==> src/rtl/core/tcgr_pkg.sv <==
// ----------------------------------------------------------------------------
// tcgr_pkg
// Shared types and constants of the text console glyph renderer: beat
// layouts, font geometry, opcodes, register indexes and character codes.
// ----------------------------------------------------------------------------
`default_nettype none

package tcgr_pkg;

  // font geometry
  localparam int FONT_W      = 8;
  localparam int FONT_H      = 16;
  localparam int GLYPH_COUNT = 95;
  localparam int STORE_DEPTH = GLYPH_COUNT * FONT_H;

  localparam int GLYPH_W     = $clog2(GLYPH_COUNT);
  localparam int GROW_W      = $clog2(FONT_H);
  localparam int ADDR_W      = $clog2(STORE_DEPTH);

  // field and register widths
  localparam int COL_W       = 10;
  localparam int ROW_W       = 9;
  localparam int PIX_ROW_W   = ROW_W + GROW_W;
  localparam int PIX_COL_W   = COL_W + $clog2(FONT_W);
  localparam int SCR_W       = 13;
  localparam int STRIDE_W    = 14;
  localparam int IDX_W       = 25;
  localparam int PROD_W      = PIX_ROW_W + STRIDE_W;
  localparam int CFG_IDX_W   = 3;

  // opcodes
  localparam logic [1:0] OP_FONT_LOAD  = 2'd0;
  localparam logic [1:0] OP_WRITE_CHAR = 2'd1;
  localparam logic [1:0] OP_BEGIN      = 2'd2;

  // register indexes
  localparam logic [CFG_IDX_W-1:0] REG_SCREEN_WIDTH  = 3'd0;
  localparam logic [CFG_IDX_W-1:0] REG_SCREEN_HEIGHT = 3'd1;
  localparam logic [CFG_IDX_W-1:0] REG_STRIDE        = 3'd2;
  localparam logic [CFG_IDX_W-1:0] REG_FB_RECORDED   = 3'd3;
  localparam logic [CFG_IDX_W-1:0] REG_FB_MAPPED     = 3'd4;
  localparam logic [CFG_IDX_W-1:0] REG_FG_COLOR      = 3'd5;
  localparam logic [CFG_IDX_W-1:0] REG_BG_COLOR      = 3'd6;

  // character codes
  localparam logic [7:0] CH_LF    = 8'h0A;
  localparam logic [7:0] CH_CR    = 8'h0D;
  localparam logic [7:0] CH_FIRST = 8'h20;
  localparam logic [7:0] CH_LAST  = 8'h7E;
  localparam logic [7:0] CH_SUBST = 8'h3F;

  localparam logic [31:0] FG_DEFAULT = 32'h00FF_FFFF;
  localparam logic [31:0] BG_DEFAULT = 32'h0000_0000;

  typedef struct packed {
    logic [1:0] opcode;
    logic [7:0] char_code;
    logic [3:0] glyph_row;
    logic [7:0] row_bits;
  } in_beat_t;

  typedef struct packed {
    logic [IDX_W-1:0] word_index;
    logic [7:0]       pattern;
    logic [31:0]      fg_value;
    logic [31:0]      bg_value;
    logic             last_row;
  } out_beat_t;

  // one character to draw
  typedef struct packed {
    logic [COL_W-1:0]   col;
    logic [ROW_W-1:0]   row;
    logic [GLYPH_W-1:0] glyph;
  } draw_job_t;

  typedef struct packed {
    logic              en;
    logic [ADDR_W-1:0] addr;
    logic [7:0]        data;
  } font_wr_t;

  typedef struct packed {
    logic              en;
    logic [ADDR_W-1:0] addr;
  } font_rd_t;

  // drawing settings seen by the row generator
  typedef struct packed {
    logic [STRIDE_W-1:0] stride;
    logic [31:0]         fg;
    logic [31:0]         bg;
  } draw_cfg_t;

endpackage

`default_nettype wire

==> src/rtl/core/tcgr_rowgen.sv <==
// ----------------------------------------------------------------------------
// tcgr_rowgen
// Walks the glyph rows of one character: issues a font read and the pixel offset
// each cycle unless the output stalls, then a result register towards the output.
// ----------------------------------------------------------------------------
`default_nettype none

module tcgr_rowgen (
  input  wire logic                clk,
  input  wire logic                rst_n,
  input  wire tcgr_pkg::draw_job_t job,
  input  wire logic                job_load,
  input  wire tcgr_pkg::draw_cfg_t dcfg,
  output logic                     job_free,
  output tcgr_pkg::font_rd_t       font_rd,
  input  wire logic [7:0]          font_data,
  output logic                     out_valid,
  input  wire logic                out_ready,
  output tcgr_pkg::out_beat_t      out_data
);

  logic                            busy_r, busy_nxt;
  logic [tcgr_pkg::GROW_W-1:0]     y_r, y_nxt;
  tcgr_pkg::draw_job_t             job_r;
  logic                            s1_v_r, s1_v_nxt;
  logic [tcgr_pkg::IDX_W-1:0]      s1_idx_r;
  logic [31:0]                     s1_fg_r;
  logic [31:0]                     s1_bg_r;
  logic                            s1_last_r;
  logic                            out_v_r, out_v_nxt;
  tcgr_pkg::out_beat_t             out_r;

  logic                            out_move;
  logic                            s1_move;
  logic                            issue;
  logic                            y_last;
  logic [tcgr_pkg::PIX_ROW_W-1:0]  pix_row;
  logic [tcgr_pkg::PIX_COL_W-1:0]  pix_col;
  logic [tcgr_pkg::PROD_W-1:0]     idx_full;

  // handshake between the stages
  assign out_move = !out_v_r || out_ready;
  assign s1_move  = s1_v_r && out_move;
  assign issue    = busy_r && (!s1_v_r || out_move);
  assign y_last   = (y_r == tcgr_pkg::GROW_W'(tcgr_pkg::FONT_H - 1));
  assign job_free = !busy_r || (issue && y_last);

  // font read and pixel offset of the current glyph row
  assign font_rd.en   = issue;
  assign font_rd.addr = tcgr_pkg::ADDR_W'(
                          {{(tcgr_pkg::ADDR_W-tcgr_pkg::GLYPH_W){1'b0}}, job_r.glyph}
                          * tcgr_pkg::ADDR_W'(tcgr_pkg::FONT_H)
                          + tcgr_pkg::ADDR_W'(y_r));

  assign pix_row  = tcgr_pkg::PIX_ROW_W'(
                      {{tcgr_pkg::GROW_W{1'b0}}, job_r.row} * tcgr_pkg::PIX_ROW_W'(tcgr_pkg::FONT_H)
                      + tcgr_pkg::PIX_ROW_W'(y_r));
  assign pix_col  = tcgr_pkg::PIX_COL_W'(
                      {{(tcgr_pkg::PIX_COL_W-tcgr_pkg::COL_W){1'b0}}, job_r.col}
                      * tcgr_pkg::PIX_COL_W'(tcgr_pkg::FONT_W));
  assign idx_full = tcgr_pkg::PROD_W'(
                      {{tcgr_pkg::STRIDE_W{1'b0}}, pix_row} *
                      {{tcgr_pkg::PIX_ROW_W{1'b0}}, dcfg.stride})
                    + tcgr_pkg::PROD_W'(pix_col);

  // row counter and job hold
  always_comb begin
    busy_nxt = busy_r;
    y_nxt    = y_r;
    if (issue) begin
      y_nxt = y_r + 1'b1;
      if (y_last) begin
        busy_nxt = 1'b0;
      end
    end
    if (job_load) begin
      busy_nxt = 1'b1;
      y_nxt    = '0;
    end
  end

  assign s1_v_nxt  = issue ? 1'b1 : (s1_move ? 1'b0 : s1_v_r);
  assign out_v_nxt = out_move ? s1_v_r : out_v_r;

  always_ff @(posedge clk) begin
    if (!rst_n) begin
      busy_r  <= 1'b0;
      y_r     <= '0;
      s1_v_r  <= 1'b0;
      out_v_r <= 1'b0;
    end else begin
      busy_r  <= busy_nxt;
      y_r     <= y_nxt;
      s1_v_r  <= s1_v_nxt;
      out_v_r <= out_v_nxt;
    end
  end

  // payload registers
  always_ff @(posedge clk) begin
    if (job_load) begin
      job_r <= job;
    end
    if (issue) begin
      s1_idx_r  <= idx_full[tcgr_pkg::IDX_W-1:0];
      s1_fg_r   <= dcfg.fg;
      s1_bg_r   <= dcfg.bg;
      s1_last_r <= y_last;
    end
    if (s1_move) begin
      out_r.word_index <= s1_idx_r;
      out_r.pattern    <= font_data;
      out_r.fg_value   <= s1_fg_r;
      out_r.bg_value   <= s1_bg_r;
      out_r.last_row   <= s1_last_r;
    end
  end

  assign out_valid = out_v_r;
  assign out_data  = out_r;

endmodule

`default_nettype wire

==> config.mk <==
export PLATFORM = sky130hd
export DESIGN_NAME = tcgr_rowgen
export DESIGN_NICKNAME = d
export VERILOG_FILES = /design/src/rtl/core/tcgr_pkg.sv /design/src/rtl/core/tcgr_rowgen.sv
export SDC_FILE = /design/constraint.sdc
export NUM_CORES = 1
export LEC_CHECK = 0
export BUFFER_PORTS_ARGS = -buffer_cell sky130_fd_sc_hd__buf_2
export CAP_MARGIN = 25
export CORE_MARGIN = 2
export CORE_UTILIZATION = 33
export DETAILED_ROUTE_END_ITERATION = 8
export GPL_TIMING_DRIVEN = 0
export PLACE_DENSITY = 0.59
export SKIP_CTS_REPAIR_TIMING = 1
export SLEW_MARGIN = 20
export SYNTH_ARGS = -nofsm -noshare
export SYNTH_HDL_FRONTEND = slang
export SYNTH_SLANG_ARGS = --single-unit
==> constraint.sdc <==
create_clock -name clk -period 15.48 [get_ports clk]
set_input_delay 3.096 -clock clk [delete_from_list [all_inputs] [get_ports clk]]
set_output_delay 3.096 -clock clk [all_outputs]
set_load 0.01 [all_outputs]
==> impl_metrics.py <==
metrics = {
    "synth": {
        "synth_edf_count": 214,
        "synth_cell_types": 44,
        "ys_top_cells_by_area": "edfxtp_1, fa_1, ha_1",
        "ys_seq_area_frac": 0.510,
        "netlist_area_mm2": 0.0129,
        "synth-seq-cells": 221,
        "yosys_warnings": 0,
        "avgSynthCellArea_um2": 13.6,
        "syn-num-nets": 1280,
        "async_flop_share": 0,
        "synth_top_area_cell": "edfxtp_1",
        "synth_cells": 948,
        "yosys.area.top_type_share": 0.499,
        "synth_flop_cell": "edfxtp_1",
    },
    "finish": {
        "drive_gt1_frac": 0.240,
        "num_antenna_cells": 0,
        "syn2layout_area_growth_pct": 21.4,
        "multiInputGateArea_mm2": 0.00552,
        "layout.area.seq_mm2": 0.00657,
        "layout.cells.most_common": "buf_2",
        "fill_cells": 3701,
        "fin_nets": 1540,
        "layout_common_cells": "buf_2, edfxtp_1, inv_1",
    },
    "global_routing": {
        "grt_max_degree": 52,
        "grt_overflow": 0,
        "grt_pass1_vias": 8073,
        "grt_pass1_wl_um": 43700,
        "antenna_found_initial": 0,
        "grt_usage": 0.137,
    },
    "run_status": {
        "status": "finished, final reports clean",
    },
    "critical_path": {
        "crit_top_cell": "fa_1",
        "r2r-start": "job_r[7]",
        "crit_fanout": 10,
        "cp-start-kind": "input pin",
        "timing.rr.end": "s1_idx_r[23]",
        "cp.required_ps": 15790,
        "worst_ep_arrival_time_ps": 8790,
        "criticalPathCategory": "in2reg",
        "slowest_stage": "fa_1",
        "end_kind": "flop",
        "rrSetupSlack_ps": 9260,
        "slowest_delay_ps": 500,
        "path_cells": "buf_2 -> clkbuf_1 -> and2_1 -> fa_1 -> inv_1 -> fa_1 -> inv_1 -> fa_1 -> fa_1 -> fa_1 -> inv_1 -> fa_1 -> inv_1 -> ha_1 -> a21oi_1 -> nor2_1 -> or3_1 -> a21oi_2 -> o21ai_2 -> a31oi_4 -> nor3b_1 -> a211o_1",
        "rr_worst_depth": 21,
    },
    "placed_design": {
        "gp_congestion": 0.853,
        "hpwl_um": 21500,
        "port_buffers": 227,
        "post-place-ws_ps": 6450,
    },
    "die": {
        "start_util": 0.334,
        "die-area_mm2": 0.0406,
        "core_region_area_mm2": 0.0386,
        "ioPinCount": 228,
        "rows": 72,
        "die_x_um": 202,
        "die_h_um": 202,
    },
    "timing": {
        "setup-tns-final_ps": 0,
        "period_minus_slack_ps": 8480,
        "min_period_over_period": 0.548,
        "skew_ps": 28.6,
        "max_freq_mhz": 118,
        "setup_slack_ps": 7000,
        "slew_violations": 0,
        "tightest_slew_ps": 752,
        "max_slew_margin": 0.499,
        "setup_viol": 0,
        "finalHoldViolations": 0,
        "rsz0062_at_grt": "false",
    },
    "pwr": {
        "seq_power_share": 0.305,
        "leakage_nw": 6.83,
        "swShare": 0.369,
        "power_frac_comb": 0.473,
        "power.internal_mw": 1.66,
        "p_clk_frac": 0.222,
        "p_switching_uw": 974,
        "peakVddDrop_mv": 0.127,
        "power_mw": 2.64,
        "power.density_mw_per_mm2": 169,
    },
    "min_path": {
        "holdPathEnd": "out_data[8]",
        "min_path_cells": 0,
        "hold_start": "s1_bg_r[7]",
        "min_path_type": "reg2reg",
    },
    "clock_network": {
        "clk_path_buf_depth": 3,
        "numCtsBuffers": 25,
        "insertion_delay_ps": 560,
        "cts_sinks": 221,
        "h-tree-depth": 1,
        "clkTransAtPathRegs_ps": 50,
        "ctsRootBufferMaster": "clkbuf_16",
        "cts_tree": "built",
    },
    "job": {
        "maxCapViolations": 0,
    },
    "routing": {
        "drt_pass1_iterations": 5,
        "vias": 7590,
        "ant_nets": 0,
        "drcViolationCount": 0,
        "via_per_inst": 4.35,
        "post_drt_wl_per_cell_um": 15.5,
        "routed_wl_um": 27100,
        "initialDrtViolationCount": 328,
    },
}
## worst max path at each step
stage              start           end  slack [ps]  cells after the start
2_1_floorplan  out_ready   font_rd[11]        5950                      5
3_3_place_gp   out_ready   font_rd[11]        4060                      7
3_5_place_dp    dcfg[72]  s1_idx_r[21]        6450                     22
4_1_cts         dcfg[72]  s1_idx_r[21]        7030                     22
5_1_grt         dcfg[72]  s1_idx_r[21]        6710                     22
6_report        dcfg[72]  s1_idx_r[23]        7000                     22
## cell usage after synthesis (2+ instances only)
cell type and n:
nand3_1 4, edfxtp_1 214, clkbuf_1 28, dfxtp_1 7
nor2_1 18, xnor2_1 19, buf_4 8, and2_1 94
xor2_1 6, nor2b_1 5, nand2_1 99, inv_1 161
a21o_1 3, inv_2 2, o21bai_1 4, nor3b_1 2
fa_1 140, o21ai_1 3, a21oi_2 4, ha_1 76
nand4_1 5, o21a_1 4, o21ai_0 6, a21oi_1 16
## sequential cells by signal, summed over array words and instances (netlist names)
signal and cells:
job_r 26, s1_v_r 1, y_r 4, s1_last_r 1
out_data 98, s1_fg_r 32, out_valid 1, s1_bg_r 32
s1_idx_r 25, busy_r 1
## per-stage QoR
step / hold WS (ps) / cell area [µm²] / cells / utilization
5_1_grt: 420 / 15600 / 1743 / 0.405
4_1_cts: 418 / 15600 / 1743 / 0.405
3_3_place_gp: 400 / 14700 / 1693 / 0.380
3_5_place_dp: 405 / 14800 / 1699 / 0.384
2_1_floorplan: 400 / 12900 / 948 / -
6_report: 416 / 15600 / 1743 / 0.405
## cell type report
class / count / area share
sequential: 221 / 0.420
multi-input combinational: 526 / 0.353
timing repair buffer: 233 / 0.0819
tap: 518 / 0.0415
clock buffer: 29 / 0.0410
inverter: 163 / 0.0392
buffer: 38 / 0.0119
clock inverter: 15 / 0.0109
## power by group through the flow
stage	logic (mW)	registers [mW]	clock network [mW]
after CTS	1.28	0.804	0.605
final	1.25	0.803	0.586
after detailed placement	1.26	0.817	0
after global routing	1.45	0.810	0.627
after global placement	1.24	0.821	0
after floorplan	0.957	0.821	0
## kinds of logic (layout without fill, tap and decap cells)
kind of cell	count (synthesis)	in the layout	share of synthesized area
muxes	1	1	0.000778
buffers and inverters	201	478	0.0616
and+or+nand+nor	233	233	0.0902
xor gates and xnor gates	25	25	0.0170
AOI/OAI and AO/OA	51	51	0.0288
adders and majority gates	216	216	0.292
DFF	221	221	0.510
## layer usage
layer / vias up / share of wire / wire [µm] / GRT usage
met3: 43 / 0.077 / 2080 / 0.0332
met5: - / 0 / 0 / 0
met1: 3718 / 0.42 / 11400 / 0.176
met4: 0 / 0.031 / 830 / 0.0418
met2: 256 / 0.47 / 12800 / 0.231
li1: 3573 / - / - / -
## worst max-delay path, delay by kind of cell
kind                       cells  cell delay, ps
and+or+nand+nor                4             740
AOI/OAI and AO/OA              5             940
buffers and inverters          6             900
adders and majority gates      7            3100
(Power assumes the default switching activity.)
