`src/rtl/core/tcgr_pkg.sv`:
```
// ----------------------------------------------------------------------------
// tcgr_pkg
// Shared types and constants of the text console glyph renderer: beat
// layouts, font geometry, opcodes, register indexes and character codes.
// ----------------------------------------------------------------------------
`default_nettype none

package tcgr_pkg;

  // font geometry
  localparam int FONT_W      = 8;
  localparam int FONT_H      = 16;
  localparam int GLYPH_COUNT = 95;
  localparam int STORE_DEPTH = GLYPH_COUNT * FONT_H;

  localparam int GLYPH_W     = $clog2(GLYPH_COUNT);
  localparam int GROW_W      = $clog2(FONT_H);
  localparam int ADDR_W      = $clog2(STORE_DEPTH);

  // field and register widths
  localparam int COL_W       = 10;
  localparam int ROW_W       = 9;
  localparam int PIX_ROW_W   = ROW_W + GROW_W;
  localparam int PIX_COL_W   = COL_W + $clog2(FONT_W);
  localparam int SCR_W       = 13;
  localparam int STRIDE_W    = 14;
  localparam int IDX_W       = 25;
  localparam int PROD_W      = PIX_ROW_W + STRIDE_W;
  localparam int CFG_IDX_W   = 3;

  // opcodes
  localparam logic [1:0] OP_FONT_LOAD  = 2'd0;
  localparam logic [1:0] OP_WRITE_CHAR = 2'd1;
  localparam logic [1:0] OP_BEGIN      = 2'd2;

  // register indexes
  localparam logic [CFG_IDX_W-1:0] REG_SCREEN_WIDTH  = 3'd0;
  localparam logic [CFG_IDX_W-1:0] REG_SCREEN_HEIGHT = 3'd1;
  localparam logic [CFG_IDX_W-1:0] REG_STRIDE        = 3'd2;
  localparam logic [CFG_IDX_W-1:0] REG_FB_RECORDED   = 3'd3;
  localparam logic [CFG_IDX_W-1:0] REG_FB_MAPPED     = 3'd4;
  localparam logic [CFG_IDX_W-1:0] REG_FG_COLOR      = 3'd5;
  localparam logic [CFG_IDX_W-1:0] REG_BG_COLOR      = 3'd6;

  // character codes
  localparam logic [7:0] CH_LF    = 8'h0A;
  localparam logic [7:0] CH_CR    = 8'h0D;
  localparam logic [7:0] CH_FIRST = 8'h20;
  localparam logic [7:0] CH_LAST  = 8'h7E;
  localparam logic [7:0] CH_SUBST = 8'h3F;

  localparam logic [31:0] FG_DEFAULT = 32'h00FF_FFFF;
  localparam logic [31:0] BG_DEFAULT = 32'h0000_0000;

  typedef struct packed {
    logic [1:0] opcode;
    logic [7:0] char_code;
    logic [3:0] glyph_row;
    logic [7:0] row_bits;
  } in_beat_t;

  typedef struct packed {
    logic [IDX_W-1:0] word_index;
    logic [7:0]       pattern;
    logic [31:0]      fg_value;
    logic [31:0]      bg_value;
    logic             last_row;
  } out_beat_t;

  // one character to draw
  typedef struct packed {
    logic [COL_W-1:0]   col;
    logic [ROW_W-1:0]   row;
    logic [GLYPH_W-1:0] glyph;
  } draw_job_t;

  typedef struct packed {
    logic              en;
    logic [ADDR_W-1:0] addr;
    logic [7:0]        data;
  } font_wr_t;

  typedef struct packed {
    logic              en;
    logic [ADDR_W-1:0] addr;
  } font_rd_t;

  // drawing settings seen by the row generator
  typedef struct packed {
    logic [STRIDE_W-1:0] stride;
    logic [31:0]         fg;
    logic [31:0]         bg;
  } draw_cfg_t;

endpackage

`default_nettype wire

```
`src/rtl/core/tcgr_ctrl.sv`:
```
// ----------------------------------------------------------------------------
// tcgr_ctrl
// Configuration registers, opcode decode and character cursor. Each input
// beat is resolved in its accept cycle: font loads go to the store, cursor
// moves happen at once, and a drawn character is handed on as a job.
// ----------------------------------------------------------------------------
`default_nettype none

module tcgr_ctrl (
  input  wire logic                             clk,
  input  wire logic                             rst_n,
  input  wire logic                             cfg_valid,
  input  wire logic [tcgr_pkg::CFG_IDX_W-1:0]   cfg_index,
  input  wire logic [31:0]                      cfg_data,
  input  wire logic                             in_fire,
  input  wire tcgr_pkg::in_beat_t               in_data,
  output tcgr_pkg::draw_job_t                   job,
  output logic                                  job_load,
  output tcgr_pkg::font_wr_t                    font_wr,
  output tcgr_pkg::draw_cfg_t                   dcfg
);

  logic [tcgr_pkg::SCR_W-1:0]    width_r, width_nxt;
  logic [tcgr_pkg::SCR_W-1:0]    height_r, height_nxt;
  logic [tcgr_pkg::STRIDE_W-1:0] stride_r, stride_nxt;
  logic                          recorded_r, recorded_nxt;
  logic                          mapped_r, mapped_nxt;
  logic [31:0]                   fg_r, fg_nxt;
  logic [31:0]                   bg_r, bg_nxt;
  logic [tcgr_pkg::COL_W-1:0]    col_r, col_nxt;
  logic [tcgr_pkg::ROW_W-1:0]    row_r, row_nxt;

  logic [tcgr_pkg::COL_W-1:0]    cols;
  logic [tcgr_pkg::ROW_W-1:0]    rows;
  logic [tcgr_pkg::ROW_W:0]      row_inc;
  logic [tcgr_pkg::ROW_W-1:0]    nl_row;
  logic                          wrap;
  logic [tcgr_pkg::COL_W-1:0]    col_a;
  logic [tcgr_pkg::ROW_W-1:0]    row_a;
  logic                          char_ok;
  logic                          code_ok;
  logic [7:0]                    glyph_code;
  logic [7:0]                    load_idx;
  logic                          font_en;

  // cell counts of the screen
  assign cols = width_r[tcgr_pkg::SCR_W-1:3];
  assign rows = height_r[tcgr_pkg::SCR_W-1:4];

  // row after a newline, clipped to the bottom row
  assign row_inc = {1'b0, row_r} + {{tcgr_pkg::ROW_W{1'b0}}, 1'b1};
  assign nl_row  = (row_inc >= {1'b0, rows}) ? rows - 1'b1 : row_inc[tcgr_pkg::ROW_W-1:0];

  // wrap at the right edge before any character other than CR and LF
  assign wrap  = (col_r >= cols);
  assign col_a = wrap ? '0 : col_r;
  assign row_a = wrap ? nl_row : row_r;

  assign char_ok    = recorded_r && (cols != '0) && (rows != '0);
  assign code_ok    = (in_data.char_code >= tcgr_pkg::CH_FIRST) &&
                      (in_data.char_code <= tcgr_pkg::CH_LAST);
  assign glyph_code = (code_ok ? in_data.char_code : tcgr_pkg::CH_SUBST) - tcgr_pkg::CH_FIRST;
  assign load_idx   = in_data.char_code - tcgr_pkg::CH_FIRST;

  assign job.col   = col_a;
  assign job.row   = row_a;
  assign job.glyph = glyph_code[tcgr_pkg::GLYPH_W-1:0];

  assign font_wr.en   = font_en;
  assign font_wr.addr = tcgr_pkg::ADDR_W'(
                          {{(tcgr_pkg::ADDR_W-tcgr_pkg::GLYPH_W){1'b0}},
                           load_idx[tcgr_pkg::GLYPH_W-1:0]} * tcgr_pkg::ADDR_W'(tcgr_pkg::FONT_H)
                          + tcgr_pkg::ADDR_W'(in_data.glyph_row));
  assign font_wr.data = in_data.row_bits;

  assign dcfg.stride = stride_r;
  assign dcfg.fg     = fg_r;
  assign dcfg.bg     = bg_r;

  // beat decode and cursor update
  always_comb begin
    width_nxt    = width_r;
    height_nxt   = height_r;
    stride_nxt   = stride_r;
    recorded_nxt = recorded_r;
    mapped_nxt   = mapped_r;
    fg_nxt       = fg_r;
    bg_nxt       = bg_r;
    col_nxt      = col_r;
    row_nxt      = row_r;
    job_load     = 1'b0;
    font_en      = 1'b0;

    if (cfg_valid) begin
      unique case (cfg_index)
        tcgr_pkg::REG_SCREEN_WIDTH:  width_nxt    = cfg_data[tcgr_pkg::SCR_W-1:0];
        tcgr_pkg::REG_SCREEN_HEIGHT: height_nxt   = cfg_data[tcgr_pkg::SCR_W-1:0];
        tcgr_pkg::REG_STRIDE:        stride_nxt   = cfg_data[tcgr_pkg::STRIDE_W-1:0];
        tcgr_pkg::REG_FB_RECORDED:   recorded_nxt = cfg_data[0];
        tcgr_pkg::REG_FB_MAPPED:     mapped_nxt   = cfg_data[0];
        tcgr_pkg::REG_FG_COLOR:      fg_nxt       = cfg_data;
        tcgr_pkg::REG_BG_COLOR:      bg_nxt       = cfg_data;
        default: ;
      endcase
    end

    if (in_fire) begin
      unique case (in_data.opcode)
        tcgr_pkg::OP_FONT_LOAD: begin
          font_en = code_ok &&
                    ({1'b0, in_data.glyph_row} < (tcgr_pkg::GROW_W+1)'(tcgr_pkg::FONT_H));
        end
        tcgr_pkg::OP_BEGIN: begin
          if (mapped_r && recorded_r && (width_r != '0) && (height_r != '0) &&
              (stride_r != '0)) begin
            col_nxt = tcgr_pkg::COL_W'(1);
            row_nxt = tcgr_pkg::ROW_W'(1);
            fg_nxt  = tcgr_pkg::FG_DEFAULT;
            bg_nxt  = tcgr_pkg::BG_DEFAULT;
          end
        end
        tcgr_pkg::OP_WRITE_CHAR: begin
          if (char_ok) begin
            if (in_data.char_code == tcgr_pkg::CH_CR) begin
              col_nxt = '0;
            end else if (in_data.char_code == tcgr_pkg::CH_LF) begin
              col_nxt = '0;
              row_nxt = nl_row;
            end else begin
              col_nxt = col_a;
              row_nxt = row_a;
              if (row_a < rows) begin
                col_nxt  = col_a + 1'b1;
                job_load = mapped_r && (stride_r != '0);
              end
            end
          end
        end
        default: ;
      endcase
    end
  end

  // state registers
  always_ff @(posedge clk) begin
    if (!rst_n) begin
      width_r    <= '0;
      height_r   <= '0;
      stride_r   <= '0;
      recorded_r <= 1'b0;
      mapped_r   <= 1'b0;
      fg_r       <= tcgr_pkg::FG_DEFAULT;
      bg_r       <= tcgr_pkg::BG_DEFAULT;
      col_r      <= '0;
      row_r      <= '0;
    end else begin
      width_r    <= width_nxt;
      height_r   <= height_nxt;
      stride_r   <= stride_nxt;
      recorded_r <= recorded_nxt;
      mapped_r   <= mapped_nxt;
      fg_r       <= fg_nxt;
      bg_r       <= bg_nxt;
      col_r      <= col_nxt;
      row_r      <= row_nxt;
    end
  end

endmodule

`default_nettype wire

```
`config.mk`:
```
export PLATFORM = sky130hd
export DESIGN_NAME = tcgr_ctrl
export DESIGN_NICKNAME = d
export VERILOG_FILES = /design/src/rtl/core/tcgr_pkg.sv /design/src/rtl/core/tcgr_ctrl.sv
export SDC_FILE = /design/constraint.sdc
export NUM_CORES = 1
export LEC_CHECK = 0
export ABC_AREA = 0
export BUFFER_PORTS_ARGS = -buffer_cell sky130_fd_sc_hd__buf_2
export CORE_MARGIN = 2
export CORE_UTILIZATION = 40
export CTS_CLUSTER_DIAMETER = 120
export CTS_CLUSTER_SIZE = 30
export DETAILED_ROUTE_END_ITERATION = 8
export GPL_TIMING_DRIVEN = 0
export PLACE_DENSITY_LB_ADDON = 0.2
export SLEW_MARGIN = 10
export SYNTH_ARGS = -nofsm -noshare
export SYNTH_HDL_FRONTEND = slang
export SYNTH_SLANG_ARGS = --single-unit
```
`constraint.sdc`:
```
create_clock -name clk -period 5.3 [get_ports clk]
set_input_delay 0.53 -clock clk [delete_from_list [all_inputs] [get_ports clk]]
set_output_delay 0.53 -clock clk [all_outputs]
set_load 0.02 [all_outputs]
```
==> results of run 1 <==
[kinds of logic after synthesis]
group                      count (synthesis)  synth area share, %
and+or+nand+nor                          421                 29.9
muxes                                      9                 1.54
DFF                                      125                 39.5
adders and majority gates                 31                 6.12
buffers and inverters                     90                 6.48
AOI/OAI and AO/OA                        145                 14.4
xor gates and xnor gates                  15                 2.07
[sequential cells by signal (all words and copies together), names as in the netlist]
| name | count |
|---|---|
| bg_r | 32 |
| row_r | 9 |
| width_r | 13 |
| col_r | 10 |
| mapped_r | 1 |
| recorded_r | 1 |
| stride_r | 14 |
| fg_r | 32 |
| height_r | 13 |
[power groups by stage]
stage | logic, mW | registers [mW] | clock network (mW)
after CTS | 0.529 | 0.976 | 1.31
after global routing | 0.604 | 0.978 | 1.35
final | 0.551 | 0.975 | 1.29
after floorplan | 0.289 | 1.01 | 0
after global placement | 0.461 | 0.995 | 0
after detailed placement | 0.463 | 0.996 | 0
[cell usage after synthesis, drive strengths merged (13+ instances only)]
master  number
dfxtp      125
inv         31
nor3        14
nor2        30
nand2      257
nand4       13
buf         22
clkbuf      36
a21oi       91
ha          31
nand3       44
[cell type report]
cell class / count / share of cell area, %
multi-input combinational: 621 / 42.4
sequential: 125 / 29.8
tap: 216 / 3.21
buffer: 57 / 3.70
clock buffer: 17 / 5.05
timing repair buffer: 190 / 11.8
clock inverter: 15 / 2.66
inverter: 32 / 1.43
[final timing paths]
| kind | from | end | cells past startpoint |
|---|---|---|---|
| max | row_r[0] | job_load | 23 |
| min | cfg_data[20] | fg_r[20] | 3 |
| max reg2reg | row_r[0] | col_r[5] | 24 |
| min reg2reg | bg_r[31] | bg_r[31] | 2 |
[layout by cell type, fill, tap and decap left out, types with 13 or more instances in the layout]
| master | count |
|---|---|
| buf_4 | 36 |
| ha_1 | 26 |
| nor3_1 | 13 |
| clkbuf_16 | 17 |
| clkbuf_1 | 33 |
| nand3_1 | 43 |
| buf_2 | 174 |
| nor2_1 | 28 |
| nand2_1 | 255 |
| dfxtp_1 | 121 |
| inv_1 | 30 |
| a21oi_1 | 90 |
[metal layers]
layer	routed length, um	part of all wire (%)
met4	286	1.5
met1	8670	45
met2	9030	47
met5	0	0
met3	1360	7.0
[tightest hold or removal path: stages]
cell     delay (ns)
buf_2          0.09
nand2_1        0.04
nand3_1        0.06
[what timing repair did]
action / 4_1_cts / 5_1_grt
setup endpoints to repair: 7 / 1
cloned: 0 / 0
setup buffers: 16 / 1
pin swaps: 17 / 9
resized for setup: 30 / 7
endpoints found under the hold margin: 0 / 0
[stage by stage]
step,area (sq um),TNS [ns]
2_1_floorplan,6350,0
3_3_place_gp,7490,-0.809
3_5_place_dp,7490,-0.847
4_1_cts,8370,-0.0766
5_1_grt,8430,-0.359
6_report,8430,-0.108
==> flow_summary.toml, run 1 <==
[synthesis]
ys_top_cells_by_area = "dfxtp_1 40%, nand2_1 15%, a21oi_1 7.2%"
synthDistinctLibCells = 64
yosysWarnings = 0
synth_area_per_cell_sq_um = 7.58
netlist_area_sq_um = 6330
syn_inst = 836
synth_ff_type = "dfxtp_1"
yosysTopAreaCell = "dfxtp_1"
ys_ff_latch = 125
synth_top_area_share_pct = 39.5
synthArstFlopShare_pct = 0
synth_edf_count = 0
synth_nets = 928
yosysSeqAreaShare_pct = 39.5

[critical_path]
crit_family = "compound AO/OA/AOI/OAI gates"
r2r_slack_ns = 0.39
arrival_ns = 4.88
path_buf_inv = 6
crit_path_top_delay_cell = "a311o_1"
start_kind = "register"
crit_top_cell = "buf_4"
cp_max_fo = 7
end_kind = "primary output"
path_class = "register to primary output"
slowest_delay_ns = 0.37
critical_path_required_ns = 4.77
path_cells = "buf_6, nand4_1, nor3_2, xor2_1, ha_1, a21o_1, a21o_1, a31o_2, a21oi_4, buf_8, mux2_2, nand2_1, nand2_2, ha_4, nand4_1, buf_4, buf_4, nor2_1, o211a_1, a311o_1, buf_6, nor4_4, buf_4"

[die]
initial_core_util_pct = 40.5
die_area_sq_um = 16900
die_y_um = 130
rows = 46
coreArea_sq_um = 15700
fp.dieW_um = 130
num_io_pins = 186

[route]
routed_via_density = 5.12
via_count = 6513
drc = 0
drt_wl_total_mm = 19.3
postRouteAntennaNets = 0
drt_iter0_markers = 502
avgRoutedWirePerCell_um = 15.2
dr.pass1.iters = 5

[pwr]
total_power_mw = 2.81
pwr-share-seq_pct = 34.7
ir_drop_mv = 0.221
p_leak_nw = 3.64
power_switching_uw = 823
power.internal_mw = 1.99
clkPwrFrac_pct = 45.7
sw_frac_of_total_pct = 29.3
p_per_area_nw_per_um2 = 334
power_frac_comb_pct = 19.6

[layout]
fillers = 1537
ff_latch_area_sq_um = 2510
final_util_pct = 53.8
drive_gt1_share_pct = 27.1
multi_input_comb_area_sq_um = 3570
syn2layout_area_growth_pct = 33.0
diodes = 0
final_cell_count_no_fill = 1273
fin_nets = 1136

[timing]
fin_skew_ns = 0.0166
rsz0062_at_grt = "true"
period_minus_slack_ns = 5.41
worst_pin_slew_ns = 0.886
finalMaxSlewViolations = 0
period_share_pct = 102
whs_ns = 0.331
fin_ws_ns = -0.108
setup_violations = 1
fmax_mhz = 185
hold_viol_final = 0
maxSlewHeadroom_pct = 40.4

[run]
cap_viol_max_count = 0

[clock_tree]
numCtsBuffers = 17
clk_pin_slew_ns = 0.06
clock_latency_ns = 0.43
cts.sinks = 125
clockBufferDepth = 2
cts-root-buf = "clkbuf_16"
holdBufCountCts = 0
cts_tree = "built"
cts_max_level = 4

[place]
pre_cts_slack_ns = -0.532
gp_congestion = 0.879
io_buffer_count = 173
dp_cells = 1225
hpwlAfterDp_mm = 14.4

[global_routing]
use_met3_pct = 7.01
globalRouteOverflowTotal = 0
gr-usage-met2_pct = 36.2
grt_antenna_before_repair = 0
grt_usage_pct = 22.6
use_met1_pct = 29.0
grt_pass1_vias = 5902
gr-max-usage-layer = "met2"
grt_pass1_wl_mm = 30.1
grt_max_degree = 19

[status]
status = "complete, but fails checks"
violations = "negative setup slack"

[hold_path]
hold_path_class = "input port to register"
Power figures use the tool's default switching activity.
==> run 2, diff against run 1 <==
--- a/config.mk
+++ b/config.mk
@@ -5,12 +5,12 @@
 export SDC_FILE = /design/constraint.sdc
 export NUM_CORES = 1
 export LEC_CHECK = 0
-export ABC_AREA = 0
+export ABC_AREA = 1
 export BUFFER_PORTS_ARGS = -buffer_cell sky130_fd_sc_hd__buf_2
 export CORE_MARGIN = 2
 export CORE_UTILIZATION = 40
 export CTS_CLUSTER_DIAMETER = 120
-export CTS_CLUSTER_SIZE = 30
+export CTS_CLUSTER_SIZE = 14
 export DETAILED_ROUTE_END_ITERATION = 8
 export GPL_TIMING_DRIVEN = 0
 export PLACE_DENSITY_LB_ADDON = 0.2
==> flow_summary.toml, run 2 <==
[die]
initial_core_util_pct = 41.1
fp.dieW_um = 132
die_area_sq_um = 17400
rows = 46
coreArea_sq_um = 15900
num_io_pins = 186
die_y_um = 132

[critical_path]
timing.rr.start = "row_r[0]"
cp-startpoint = "row_r[0]"
end_kind = "primary output"
start_kind = "register"
critical_path_required_ns = 4.77
arrival_ns = 4.33
cp_max_fo = 10
crit_path_end = "job_load"
worstRegToRegCells = 31
path_class = "register to primary output"
r2r_slack_ns = 1.32
reg2reg_to = "col_r[4]"

[route]
drt_wl_total_mm = 19.4
drt_iter0_markers = 494
drc = 0
routed_via_density = 4.97
avgRoutedWirePerCell_um = 14.5
postRouteAntennaNets = 0
via_count = 6655
dr.pass1.iters = 5

[timing]
period_share_pct = 91.7
setup_violations = 0
hold_viol_final = 0
fin_setup_tns_ns = 0
fin_ws_ns = 0.440
period_minus_slack_ns = 4.86
rsz0062_at_grt = "false"
whs_ns = 0.363
finalMaxSlewViolations = 0
maxSlewHeadroom_pct = 49.2
fin_skew_ns = 0.0137
worst_pin_slew_ns = 0.761
fmax_mhz = 206

[global_routing]
grt_antenna_before_repair = 1
grt_pass1_wl_mm = 31.4
grt_usage_pct = 22.2
grt_pass1_vias = 6184
grt_max_degree = 17
globalRouteOverflowTotal = 0

[layout]
diodes = 0
fin_nets = 1201
final_util_pct = 51.9
reg_top3 = "bg_r (32), fg_r (32), stride_r (14)"
fillers = 1608
final_cell_mix = "184 x nand2_1, 181 x buf_2, 123 x dfxtp_1"
drive_gt1_share_pct = 24.3
stdcell_area_sq_um = 8270
final_common_cell = "nand2_1"
syn2layout_area_growth_pct = 26.4
final_cell_count_no_fill = 1338

[place]
dp_cells = 1306
gp_congestion = 0.840
io_buffer_count = 172
place_area_sq_um = 7680
hpwlAfterDp_mm = 14.6
pre_cts_slack_ns = 0.511

[pwr]
p_per_area_nw_per_um2 = 321
power_frac_comb_pct = 21.0
p_leak_nw = 4.08
total_power_mw = 2.66
power.internal_mw = 1.78
sw_frac_of_total_pct = 32.8
power_switching_uw = 871
pwr-share-seq_pct = 37.2
ir_drop_mv = 0.251
clkPwrFrac_pct = 41.8

[clock_tree]
cts_max_level = 4
clk_pin_slew_ns = 0.06
cts_tree = "built"
cts_setup_buffers = 0
clock_latency_ns = 0.43
numCtsBuffers = 17
holdBufCountCts = 0
clockBufferDepth = 2
cts.sinks = 125
post_cts_resized = 0
cts-root-buf = "clkbuf_16"

[synthesis]
yosys-top-cells-count = "184 x nand2_1, 125 x dfxtp_1, 94 x inv_1, 92 x a21oi_1, 85 x nor2_1"
synthAdderAreaFrac_pct = 5.93
ys_top_cells_by_area = "dfxtp_1 38%, nand2_1 11%, a21oi_1 7.0%"
synthDistinctLibCells = 40
synth_area_per_cell_sq_um = 7.13
synth_compound_area_share_pct = 15.6
yosysSeqAreaShare_pct = 38.2
synthArstFlopShare_pct = 0
synthMuxAreaShare_pct = 1.22
synth_ff_type = "dfxtp_1"
synth_top_family_by_area = "simple AND/OR/NAND/NOR gates"
synth_xor_area_share_pct = 1.87
yosysWarnings = 0
ys_ff_latch = 125
synth_nets = 1010
yosys.area_share.simple_pct = 26.5
yosysTopAreaCell = "dfxtp_1"
synth_most_common_cell = "nand2_1"
syn_inst = 918
synth_top_area_share_pct = 38.2
netlist_area_sq_um = 6550
synth_edf_count = 0

[run]
cap_viol_max_count = 0

[status]
status = "finished clean"

[hold_path]
holdPathStages = 3
hold_path_class = "input port to register"
## run 2: changes by cell type after synthesis, moves of 11 or more
cell      delta
nor2_1      +56
o211ai_1    +11
nand2_1     -73
inv_1       +64
nor3_1      +30
o21ai_0     +46
o21ai_1     +11
nand4_1     +11
## run 2: cell type report
type / count / area (sq um) / share of cell area (%)
Tap cell: 216 / 270 / 3.27
Multi-Input combinational cell: 631 / 3370 / 40.8
Sequential cell: 125 / 2510 / 30.3
Clock buffer: 19 / 453 / 5.47
Buffer: 59 / 313 / 3.78
Timing Repair Buffer: 172 / 863 / 10.4
Clock inverter: 13 / 103 / 1.24
Inverter: 103 / 392 / 4.73
## run 2: kinds of logic (layout without fill, tap and decap cells)
group                    Yosys count  count (layout)
AO/OA/AOI/OAI                    185             185
XOR/XNOR                          14              14
adder cells (fa/ha/maj)           31              31
buffers and inverters            162             366
flip-flops                       125             125
multiplexers                       8               8
AND/OR/NAND/NOR                  393             393
## run 2: worst min-delay path by stage
stage,start,endpoint,slack (ns)
floorplan,recorded_r,recorded_r,0.45
global placement,fg_r[19],fg_r[19],0.45
detailed placement,stride_r[0],stride_r[0],0.46
CTS,cfg_data[27],fg_r[27],0.35
global route,cfg_data[27],fg_r[27],0.38
finish,cfg_data[27],fg_r[27],0.36
## run 2: critical path: stages, from the launching register on
cell      delay, ns
dfxtp_4        0.39
ha_1           0.19
nand2_1        0.11
nor2_4         0.16
inv_1          0.06
nand2_1        0.10
inv_1          0.05
ha_1           0.26
nand2_1        0.09
inv_1          0.04
a21oi_1        0.13
nand2_1        0.07
nand2_1        0.13
nand3_4        0.16
nand2_1        0.10
o21ai_0        0.14
o21ai_1        0.32
ha_1           0.32
nand4_1        0.14
inv_1          0.05
nand2_1        0.07
o211ai_1       0.15
inv_1          0.09
nand2_1        0.08
buf_6          0.15
nor3_1         0.17
buf_4          0.18
## run 2: layer usage
| metal | vias to the layer above | part of all wire, % | global-route usage (%) |
|---|---|---|---|
| met2 | 222 | 44 | 35.0 |
| met4 | 0 | 1.7 | 7.00 |
| li1 | 3410 | - | - |
| met1 | 3002 | 46 | 29.3 |
| met5 | - | 0 | 0 |
| met3 | 21 | 7.4 | 6.69 |
## run 2: power groups by stage
stage                     sequential (mW)  clock, mW  combinational (mW)
after floorplan                      1.03          0               0.349
after global placement               1.01          0               0.543
after detailed placement             1.01          0               0.548
after CTS                           0.987       1.13               0.550
after global routing                0.991       1.16               0.621
final                               0.988       1.11               0.559
